===== src/rtl/core/ss_pkg.sv =====
// Shared types and constants for the streaming substring search block.
// No dependencies; every other file in rtl/core imports this package.
`timescale 1ns / 1ps

package ss_pkg;

    // Configuration registers hold a fixed needle of sixteen bytes.
    localparam int NEEDLE_CFG_BYTES = 16;
    localparam int CFG_DATA_W       = 64;
    localparam int CFG_INDEX_W      = 2;
    localparam int LENGTH_W         = 5;
    localparam int MATCH_START_W    = 16;

    // ASCII letters used by case folding.
    localparam logic [7:0] CHAR_UPPER_A = 8'h41;
    localparam logic [7:0] CHAR_UPPER_Z = 8'h5A;
    localparam logic [7:0] CHAR_LOWER_A = 8'h61;

    // Register indexes of the configuration port.
    typedef enum logic [CFG_INDEX_W-1:0] {
        REG_NEEDLE_LOW    = 2'd0,
        REG_NEEDLE_HIGH   = 2'd1,
        REG_NEEDLE_LENGTH = 2'd2,
        REG_CASE_FOLD     = 2'd3
    } ss_reg_t;

    // Configuration state as seen by the compare logic.
    typedef struct packed {
        logic [8*NEEDLE_CFG_BYTES-1:0] needle;
        logic [LENGTH_W-1:0]           length;
        logic                          case_fold;
    } ss_cfg_t;

    // One input transfer: a haystack byte and its end-of-search mark.
    typedef struct packed {
        logic [7:0] haystack_byte;
        logic       last_byte;
    } ss_in_t;

    // One result transfer.
    typedef struct packed {
        logic                     found;
        logic [MATCH_START_W-1:0] match_start;
        logic                     position_overflow;
    } ss_out_t;

    // Lower an ASCII upper-case letter when folding is enabled.
    function automatic logic [7:0] fold_byte(input logic [7:0] c, input logic enable);
        logic [7:0] r;
        r = c;
        if (enable && c >= CHAR_UPPER_A && c <= CHAR_UPPER_Z)
        begin
            r = c + (CHAR_LOWER_A - CHAR_UPPER_A);
        end
        return r;
    endfunction

endpackage


===== src/rtl/core/ss_config.sv =====
// Configuration register file of the substring search: needle, length, fold.
// Depends on ss_pkg for the register indexes and the configuration struct.
`timescale 1ns / 1ps

module ss_config
    import ss_pkg::*;
(
    input  logic                   clk,
    input  logic                   rst_n,
    input  logic                   cfg_write,
    input  logic [CFG_INDEX_W-1:0] cfg_index,
    input  logic [CFG_DATA_W-1:0]  cfg_data,
    output ss_cfg_t                cfg
);

    logic [CFG_DATA_W-1:0] needle_low_reg;
    logic [CFG_DATA_W-1:0] needle_high_reg;
    logic [LENGTH_W-1:0]   length_reg;
    logic                  fold_reg;

    // Write one register per enabled cycle; there is no read-back.
    always_ff @(posedge clk or negedge rst_n)
    begin
        if (!rst_n)
        begin
            needle_low_reg  <= '0;
            needle_high_reg <= '0;
            length_reg      <= '0;
            fold_reg        <= 1'b0;
        end
        else if (cfg_write)
        begin
            case (ss_reg_t'(cfg_index))
                REG_NEEDLE_LOW:    needle_low_reg  <= cfg_data;
                REG_NEEDLE_HIGH:   needle_high_reg <= cfg_data;
                REG_NEEDLE_LENGTH: length_reg      <= cfg_data[LENGTH_W-1:0];
                REG_CASE_FOLD:     fold_reg        <= cfg_data[0];
                default:           ;
            endcase
        end
    end

    assign cfg.needle    = {needle_high_reg, needle_low_reg};
    assign cfg.length    = length_reg;
    assign cfg.case_fold = fold_reg;

endmodule


===== src/rtl/core/ss_compare.sv =====
// Parallel window compare of the substring search and result formatting.
// Depends on ss_pkg for the configuration and result types and the fold function.
`timescale 1ns / 1ps

module ss_compare
    import ss_pkg::*;
#(
    parameter int NEEDLE_BYTES  = 16,
    parameter int POSITION_BITS = 16
)
(
    input  ss_cfg_t                            cfg,
    input  logic [NEEDLE_BYTES-1:0][7:0]       window,
    input  logic [POSITION_BITS:0]             bytes_seen,
    output logic                               match,
    output ss_out_t                            result
);

    localparam int LEN_W = $clog2(NEEDLE_BYTES + 1);
    localparam int IDX_W = (NEEDLE_BYTES > 1) ? $clog2(NEEDLE_BYTES) : 1;
    localparam int EXT_BYTES = 1 << IDX_W;
    localparam int CNT_W = POSITION_BITS + 1;

    logic [LEN_W-1:0]               len;
    logic [EXT_BYTES-1:0][7:0]      needle_ext;
    logic [NEEDLE_BYTES-1:0]        hits;
    logic [CNT_W-1:0]               diff;
    logic [POSITION_BITS-1:0]       start_pos;

    // Needle lengths beyond the window are clamped to the window size.
    assign len = (32'(cfg.length) > NEEDLE_BYTES) ? LEN_W'(NEEDLE_BYTES)
                                                  : LEN_W'(cfg.length);

    // Needle bytes past the configured sixteen read as zero.
    for (genvar k = 0; k < EXT_BYTES; k++)
    begin : g_needle
        if (k < NEEDLE_CFG_BYTES)
        begin : g_cfg
            assign needle_ext[k] = cfg.needle[8*k +: 8];
        end
        else
        begin : g_zero
            assign needle_ext[k] = 8'h00;
        end
    end

    // Window byte j (0 is the newest) lines up with needle byte len-1-j.
    for (genvar j = 0; j < NEEDLE_BYTES; j++)
    begin : g_lane
        logic [IDX_W-1:0] idx;
        assign idx = IDX_W'(len - LEN_W'(j + 1));
        assign hits[j] = (LEN_W'(j) >= len) ||
            (fold_byte(window[j], cfg.case_fold) ==
             fold_byte(needle_ext[idx], cfg.case_fold));
    end

    assign match = (&hits) && (CNT_W'(len) <= bytes_seen);

    // Start position saturates at the top of the position range.
    assign diff = bytes_seen - CNT_W'(len);
    assign start_pos = (len == '0) ? '0 :
                       diff[POSITION_BITS] ? '1 : diff[POSITION_BITS-1:0];

    assign result.found             = match;
    assign result.match_start       = match ? MATCH_START_W'(start_pos) : '0;
    assign result.position_overflow = bytes_seen[POSITION_BITS] &&
                                      (|bytes_seen[POSITION_BITS-1:0]);

endmodule


===== src/rtl/core/substring_search.sv =====
// Channel    Dir  Handshake          Payload
// input      in   in_valid/in_stall  in_data  (haystack_byte, last_byte)
// result     out  out_valid/out_stall out_data (found, match_start, position_overflow)
// config     in   cfg_write          cfg_index, cfg_data
//
// One byte per cycle sustained while in_stall is low.
// The byte sits in an input register, is compared combinationally against the whole
// window, and the result lands in an output register.
// Reset clears the search state and the configuration; no clearing pass is needed.
// While a result waits under out_stall, bytes that produce no result still flow;
// the input stalls only when a second result would need the occupied output register.
//
// Top level of the streaming substring search; depends on ss_pkg, ss_config and
// ss_compare.
`timescale 1ns / 1ps

module substring_search
    import ss_pkg::*;
#(
    parameter int NEEDLE_BYTES  = 16,
    parameter int POSITION_BITS = 16
)
(
    input  logic                   clk,
    input  logic                   rst_n,
    input  logic                   in_valid,
    output logic                   in_stall,
    input  ss_in_t                 in_data,
    output logic                   out_valid,
    input  logic                   out_stall,
    output ss_out_t                out_data,
    input  logic                   cfg_write,
    input  logic [CFG_INDEX_W-1:0] cfg_index,
    input  logic [CFG_DATA_W-1:0]  cfg_data
);

    localparam int CNT_W = POSITION_BITS + 1;

    ss_cfg_t                       cfg;
    logic                          in_valid_reg;
    logic                          in_valid_next;
    ss_in_t                        in_item_reg;
    logic [NEEDLE_BYTES-1:0][7:0]  window_reg;
    logic [NEEDLE_BYTES-1:0][7:0]  window_next;
    logic [CNT_W-1:0]              seen_reg;
    logic [CNT_W-1:0]              seen_next;
    logic                          done_reg;
    logic                          out_valid_reg;
    logic                          out_valid_next;
    ss_out_t                       out_item_reg;
    ss_out_t                       result;
    logic                          match;
    logic                          emits;
    logic                          advance;

    ss_config u_config (
        .clk       (clk),
        .rst_n     (rst_n),
        .cfg_write (cfg_write),
        .cfg_index (cfg_index),
        .cfg_data  (cfg_data),
        .cfg       (cfg)
    );

    // Shift the new byte into the window and count it, saturating.
    always_comb
    begin
        window_next[0] = in_item_reg.haystack_byte;
        for (int j = 1; j < NEEDLE_BYTES; j++)
        begin
            window_next[j] = window_reg[j-1];
        end
        seen_next = (seen_reg == '1) ? seen_reg : seen_reg + CNT_W'(1);
    end

    ss_compare #(
        .NEEDLE_BYTES  (NEEDLE_BYTES),
        .POSITION_BITS (POSITION_BITS)
    ) u_compare (
        .cfg        (cfg),
        .window     (window_next),
        .bytes_seen (seen_next),
        .match      (match),
        .result     (result)
    );

    // A byte yields a result at the first match or at the end of an unmatched search.
    assign emits   = in_valid_reg && !done_reg && (match || in_item_reg.last_byte);
    assign advance = in_valid_reg && (!emits || !out_valid_reg || !out_stall);

    assign in_stall      = in_valid_reg && !advance;
    assign in_valid_next = in_stall || (in_valid && !in_stall);

    assign out_valid_next = (advance && emits) || (out_valid_reg && out_stall);

    // Input register, search state and output valid.
    always_ff @(posedge clk or negedge rst_n)
    begin
        if (!rst_n)
        begin
            in_valid_reg  <= 1'b0;
            out_valid_reg <= 1'b0;
            seen_reg      <= '0;
            done_reg      <= 1'b0;
        end
        else
        begin
            in_valid_reg  <= in_valid_next;
            out_valid_reg <= out_valid_next;
            if (advance)
            begin
                if (in_item_reg.last_byte)
                begin
                    seen_reg <= '0;
                    done_reg <= 1'b0;
                end
                else if (!done_reg)
                begin
                    seen_reg <= seen_next;
                    done_reg <= match;
                end
            end
        end
    end

    // Payload registers; window bytes beyond the count are never compared.
    always_ff @(posedge clk)
    begin
        if (in_valid && !in_stall)
        begin
            in_item_reg <= in_data;
        end
        if (advance && !done_reg)
        begin
            window_reg <= window_next;
        end
        if (advance && emits)
        begin
            out_item_reg <= result;
        end
    end

    assign out_valid = out_valid_reg;
    assign out_data  = out_item_reg;

endmodule


===== config.mk =====
export PLATFORM = sky130hd
export DESIGN_NAME = substring_search
export DESIGN_NICKNAME = d
export VERILOG_FILES = /design/src/rtl/core/ss_pkg.sv /design/src/rtl/core/ss_config.sv /design/src/rtl/core/ss_compare.sv /design/src/rtl/core/substring_search.sv
export SDC_FILE = /design/constraint.sdc
export NUM_CORES = 1
export LEC_CHECK = 0
export ABC_AREA = 1
export BUFFER_PORTS_ARGS = -buffer_cell sky130_fd_sc_hd__buf_2
export CAP_MARGIN = 20
export CORE_ASPECT_RATIO = 1.2
export CORE_MARGIN = 1
export CORE_UTILIZATION = 40
export CTS_CLUSTER_DIAMETER = 50
export DETAILED_ROUTE_END_ITERATION = 6
export MAX_ROUTING_LAYER = met4
export PLACE_DENSITY = 0.63
export SLEW_MARGIN = 20
export SYNTH_ARGS = -nofsm -noshare
export SYNTH_HDL_FRONTEND = slang
export SYNTH_SLANG_ARGS = --single-unit

===== constraint.sdc =====
create_clock -name clk -period 14.45 [get_ports clk]
set_input_delay 0.7225 -clock clk [delete_from_list [all_inputs] [get_ports clk]]
set_output_delay 0.7225 -clock clk [all_outputs]
set_load 0.005 [all_outputs]

Word-level counts from Yosys, hierarchy flattened
Cells that the tools add are included.
{ "word_totals": {"reg_bits": 301, "elab_cells": 380, "out_inout_bits": 20, "in_bits": 80} }
{ "op_classes": {"n_mux": 71, "n_eq_ne": 21, "magnitude_cmp": 98, "bitwise": 1, "addsub": 50, "n_reduce_logical": 111} }
{ "ops": {"columns": ["cell", "n"], "rows": [
  ["$bmux 8 s4", 16],
  ["$mux 8", 48],
  ["$add 8x6->8 const B", 32],
  ["$ge 8x7->1 const B", 32],
  ["$le 8x7->1 const B", 32],
  ["$eq 8x8->1", 16],
  ["$lt 4x5->1 const B", 16],
  ["$logic_and 1x1->1", 74],
  ["$mux 17", 3],
  ["$ge 4x5->1 const A", 8],
  ["$sub 4x4->4 const B", 8],
  ["$logic_or 1x1->1", 21],
  ["$ge 3x5->1 const A", 4],
  ["$add 17x1->17 const B", 1],
  ["$eq 17x17->1 const B", 1],
  ["$le 5x17->1", 1],
  ["$sub 17x5->17", 1],
  ["$mux 16", 1],
  ["$reduce_and 16->1", 1],
  ["$reduce_or 16->1", 1],
  ["$sub 4x3->4 const B", 4],
  ["$ge 1x5->1 const A", 2],
  ["$ge 2x5->1 const A", 2],
  ["$reduce_and 2->1", 5],
  ["other kinds (13)", 22]
]} }

Depth between registers and ports, before layout
{ "depth": {"depth_word": 24, "depth_mapped": 33, "mapped_depth_nobuf": 31} }

Cells and area by module
A second synthesis with hierarchy kept.
{ "hier_totals": {"hier_cells": 3826, "hier_area_um2": 25020.2} }
{ "modules_own_cells": {"columns": ["module", "n_inst", "area_each_um2", "cells_each"], "rows": [
  ["ss_compare", 1, 13576.8, 2880],
  ["substring_search", 1, 5810.6, 352],
  ["ss_config", 1, 5632.9, 594]
]} }

Least setup slack after synthesis
OpenSTA, ideal clock, no wires.
{ "synth_timing": {"kind": "register to register", "from": "register seen_reg[0]", "to": "register window_reg, in the netlist window_next[100] (enable)", "synth_period_minus_slack_ns": 9.282, "required_ns": 13.849, "path_slack_ns": 5.168, "path_stages_with_launch": 31, "setup_time_ns": 0.601, "t_arrival_ns": 8.681, "n_path_buf": 2, "cell_sequence": "dfrtp_1 -> ha_1 -> inv_1 -> nor3_1 -> nand2_1 -> nor2_1 -> nand2_1 -> clkbuf_1 -> o21ai_0 -> inv_1 -> ha_1 -> a21oi_1 -> inv_1 -> a31oi_1 -> nor2_1 -> o21ai_0 -> inv_1 -> nor2_1 -> inv_1 -> nor2_1 -> nand2_1 -> nor2_1 -> nand2_1 -> nor2_1 -> a21oi_1 -> nand2_2 -> o21bai_4 -> nand3_4 -> buf_6 -> nand2_2 -> nor2_1"} }
{ "synth_via": {"elab_chain_len": 11} }
{ "synth_rtl": {"columns": ["item", "line_no", "source"], "rows": [
  ["start: declaration", "substring_search.sv:45", "logic [CNT_W-1:0] seen_reg;"],
  ["start signal: assignment", "substring_search.sv:119", "seen_reg <= seen_next;"],
  ["$add 17x1->17 / $eq 17x17->1 (equally long branches)", "substring_search.sv:73", "seen_next = (seen_reg == '1) ? seen_reg : seen_reg + CNT_W'(1);"],
  ["$mux 17 (*)", "substring_search.sv:73", null],
  ["$le 5x17->1 (*)", "ss_compare.sv:57", "assign match = (&hits) && (CNT_W'(len) <= bytes_seen);"],
  ["$logic_and 1x1->1 (*)", "ss_compare.sv:57", null],
  ["$logic_or 1x1->1 (*)", "substring_search.sv:88", "assign emits = in_valid_reg && !done_reg && (match || in_item_reg.last_byte);"],
  ["$logic_and 1x1->1 (*)", "substring_search.sv:88", null],
  ["$logic_not 1->1 (*)", "substring_search.sv:89", "assign advance = in_valid_reg && (!emits || !out_valid_reg || !out_stall);"],
  ["$logic_or 1x1->1 (*) (2 in series)", "substring_search.sv:89", null],
  ["$logic_and 1x1->1 (*)", "substring_search.sv:89", null],
  ["$logic_and 1x1->1 (*)", "substring_search.sv:133", "if (advance && !done_reg)"],
  ["end signal: assignment", "substring_search.sv:135", "window_reg <= window_next;"],
  ["end: declaration", "substring_search.sv:43", "logic [NEEDLE_BYTES-1:0][7:0] window_reg;"]
]} }
Mark *: on every way between the ends. The rest lies on a longest branch, timed or not.
A chain may end at the register's enable or synchronous reset.

Worst setup path in the final report
{ "layout_timing": {"from": "register u_config.length_reg[4]", "to": "register window_reg, in the netlist window_next[116] (enable)"} }
{ "layout_via": {"elab_chain_len": 20} }
{ "layout_rtl": {"columns": ["item", "line_no", "source"], "rows": [
  ["start: declaration", "ss_config.sv:18", "logic [LENGTH_W-1:0] length_reg;"],
  ["start signal: assignment", "ss_config.sv:36", "REG_NEEDLE_LENGTH: length_reg <= cfg_data[LENGTH_W-1:0];"],
  ["$gt 5x5->1", "ss_compare.sv:31", "assign len = (32'(cfg.length) > NEEDLE_BYTES) ? LEN_W'(NEEDLE_BYTES)"],
  ["$mux 5 (*)", "ss_compare.sv:31", null],
  ["$sub 4x1->4 (tied with other cells)", "ss_compare.sv:51", "assign idx = IDX_W'(len - LEN_W'(j + 1));"],
  ["$bmux 8 s4", "ss_compare.sv:54", "fold_byte(needle_ext[idx], cfg.case_fold));"],
  ["$mux 8 (not written as such)", "ss_compare.sv:54", null],
  ["$ge 8x7->1", "ss_pkg.sv:51", "if (enable && c >= CHAR_UPPER_A && c <= CHAR_UPPER_Z)"],
  ["$logic_and 1x1->1 (2 in series)", "ss_pkg.sv:51", null],
  ["$mux 8", "ss_pkg.sv:51", null],
  ["(+2 left out)", null, null],
  ["$reduce_and 16->1", "ss_compare.sv:57", null],
  ["$logic_and 1x1->1 (*)", "ss_compare.sv:57", null],
  ["$logic_or 1x1->1 (*)", "substring_search.sv:88", null],
  ["$logic_and 1x1->1 (*)", "substring_search.sv:88", null],
  ["$logic_not 1->1 (*)", "substring_search.sv:89", null],
  ["$logic_or 1x1->1 (*) (2 in series)", "substring_search.sv:89", null],
  ["$logic_and 1x1->1 (*)", "substring_search.sv:89", null],
  ["$logic_and 1x1->1 (*)", "substring_search.sv:133", null]
]} }
Mark *: on every way between the ends. The rest lies on a longest branch, timed or not. The select of a mux whose other input is x is not followed.

==> metrics.md <==
| Metric | Value |
|---|---|
| Status | complete, but fails checks |
| Failing checks | DRC |
| Storage cell area | roughly 8300 sq um |
| Period minus WS final | 7720 ps |
| DRC errors left | 2 |
| Cts hold-fix bufs | 0 |
| Fmax | 130 MHz |
| Complex-gate fraction of the synthesized area | 0.0645 |
| Synth Area in Simple Gates | 0.439 |
| IR Drop Worst-Case VDD | between 0.09 and 0.1 mV |
| Ports | 100 |
| Area of the mapped netlist | ~24,000 sq um |
| Launch point of the worst reg-to-reg path | u_config.length_reg[4] |
| Initial Util | 0.404 |
| Yosys cell types | between 50 and 60 |
| Flops & latches, synth | approximately 300 |
| Net Count, Synth | between 3,000 and 4,000 |
| Die X | roughly 220 um |
| Async SR Flop Fraction | 0.512 |
| Filler instances | about 6,100 |
| Synth area leader | nand3_1 |
| Global-route track usage on met2 | 0.529 |
| Top cells by area, synth | nand3_1 (19%), edfxtp_1 (19%), nand2_1 (17%) |
| Vias in the first global route | roughly 23,000 |
| Hold Slack | ~220 ps |
| # nets final | 3,647 |
| # resized after CTS | 0 |
| RSZ-0062 raised after global routing | false |
| First-pass GRT wire length | between 100,000 and 150,000 um |
| # Post-CTS Setup Buffers | 0 |
| Number of flip-flops in the largest register | 120 |
| Drt via density | around 5.7 |
| Clk Latency, worst-skew pair | 580 ps |
| Setup TNS | 0 ps |
| CORE AREA | approximately 58,000 sq um |
| Commonest cells after routing, fill and taps aside | nand2_1 (1,057), nand3_1 (892), inv_1 (334) |
| EDFF count, synth | 147 |
| Final Hold Vio Count | 0 |
| Critical Path Start | u_config.length_reg[4] |
| Post-DR wirelength/cell | 23.3 um |
| WP data required | ~15,000 ps |
| Final cell utilization of the core | 0.442 |
| Final period util | 0.534 |
| Clock Pin Slew Worst Setup and Hold Paths | 60 ps |
| Routing usage on met1 | 0.430 |
| Multiplexer share of the synthesized area | 0 |
| Post-Synthesis Cells | approximately 3,500 |
| Most Crowded Layer GR | met2 |
| Crit start category | flip-flop |
| Total grt overflow | 0 |
| CTS buffer count | just over 40 |
| Largest family of logic cells by synthesized area | simple AND/OR/NAND/NOR gates |
| Total Power | between 0.004 and 0.005 W |
| Final HPWL DP | slightly below 80,000 um |
| H-Tree Depth | 2 |
| Largest net degree at the start of global routing | 106 |
| Maxcap violations | 0 |
| Total GRT Usage | 0.344 |
| Vias post-DR | roughly 25,000 |
| Top FF cell, synth | dfrtp_1 |
| CTS sink cnt | approximately 300 |
| Post-synthesis sequential area ratio | 0.351 |
| Rows | 97 |
| Worst setup path class | reg -> reg |
| Power Density | around 180 nW/um^2 |
| Clock tree buffer depth | 3 |
| Syn Area/Cell | approximately 6.7 sq um |
| First-pass DRT Iterations | 7 |
| DR iter-0 viols | roughly 3,200 |
| Worst-Margin Slew | between 1000 and 1500 ps |
| Routability cong. | around 1.1 |
| Lkg Pwr | between 10 and 15 nW |
| Final setup violation count | 0 |
| Rel. slew slack | 0.313 |
| Crit end category | flip-flop |
| Synth Warn # | 0 |
| Adder-cell area share of the yosys netlist | 0.0274 |
| Initial antenna violation count | 2 |
| IO buf count | 99 |
| Commonest non-fill, non-tap cell in the layout | nand2_1 |
| Die Y | around 270 um |
| Slew Viols, Final | 0 |
| Share of cells above drive strength 1 | 0.0775 |
| Clock Skew | approximately 28 ps |
| Die area | 59,900 sq um |
| Worst hold-check path type | in -> async |
| Synth Area in XOR/XNOR | 0.0258 |
| Synth top area share | 0.190 |
| Crit path max fanout | 91 |
| M3 GR Usage | 0.0543 |
| Synth-to-layout area growth | 9.34% |
| Arrival @ worst endpoint | between 7000 and 8000 ps |
| Final ANT Viol Nets | 0 |
| CTS tree | done |
| WL final | about 100,000 um |
| Area taken by multi-input logic gates | between 10,000 and 15,000 sq um |
| CTS root buf | clkbuf_16 |
[area by class of cell]
type | instances | area share
antenna | 2 | 0.000194
clock buffer | 52 | 0.0442
clock inverter | 23 | 0.00972
inverter | 348 | 0.0510
multi-input combinational | 2701 | 0.511
sequential | 301 | 0.321
tap | 742 | 0.0360
timing repair buffer | 123 | 0.0270
[cells by family after synthesis]
group	count (synthesis)
buffers and inverters	500
AO/OA/AOI/OAI	273
adder cells (fa/ha/maj)	51
XOR/XNOR	65
AND/OR/NAND/NOR	2312
flip-flops	301
[cells in the mapped netlist, types with 33 or more instances]
| library cell | number |
|---|---|
| inv_1 | 334 |
| edfxtp_1 | 147 |
| o21ai_0 | 176 |
| nor2_1 | 162 |
| clkbuf_1 | 46 |
| ha_1 | 50 |
| nand3_1 | 893 |
| buf_2 | 50 |
| xor2_1 | 57 |
| dfrtp_1 | 154 |
| nand2_1 | 1059 |
| nand4_1 | 64 |
| buf_4 | 33 |
[stage by stage]
step | instance area, sq um | setup slack, ps | instances
2_1_floorplan | 23600 | 5170 | 3502
3_3_place_gp | 24300 | 6490 | 4214
3_5_place_dp | 24300 | 6430 | 4214
4_1_cts | 25700 | 6420 | 4289
5_1_grt | 25800 | 6150 | 4292
6_report | 25800 | 6730 | 4292
[per-layer routing]
metal,up-vias,routed length [um]
met1,11500,41300
met3,231,7680
met4,0,6680
met5,-,0
met2,1089,44300
li1,11800,-
[path summary, 6_finish.rpt]
kind / end / slack [ps] / cells past startpoint
worst max-delay path: window_next[116] / 6730 / 27
worst min-delay path: u_config.needle_low_reg[22] / 220 / 1
worst max register to register: window_next[116] / 6730 / 27
worst min register to register: seen_reg[15] / 480 / 2
max in group asynchronous: u_config.length_reg[0] / 12850 / 2
min in group clk: in_item_reg[2] / 310 / 1
[report_power, final]
| part | switching, W | internal (W) | total, W |
|---|---|---|---|
| Combinational | 0.00179 | 0.000641 | 0.00243 |
| Clock | 0.000417 | 0.000608 | 0.00103 |
| Sequential | 0.000134 | 0.00101 | 0.00114 |
| Total | 0.00234 | 0.00226 | 0.00460 |
[worst max-delay path, cell delays in order, from the launching register on]
cell and delay, ps:
dfrtp_1 590, inv_6 600, nand2_4 490, ha_2 500
buf_4 560, inv_2 40, buf_4 380, nand3_1 220
nand3_1 270, nand3_1 170, nand2_1 160, nand2_1 110
nor2_1 40, nand2_1 90, nand3_1 170, o21ai_0 190
nand2_1 70, nand3_1 80, nand2_1 50, nand2_1 190
nor2_1 60, nand3_1 240, o21bai_4 100, nand3_4 210
nand2_2 120, nor2_4 340, buf_12 250, buf_4 780
Note: power is estimated with default switching activity, not from simulation.
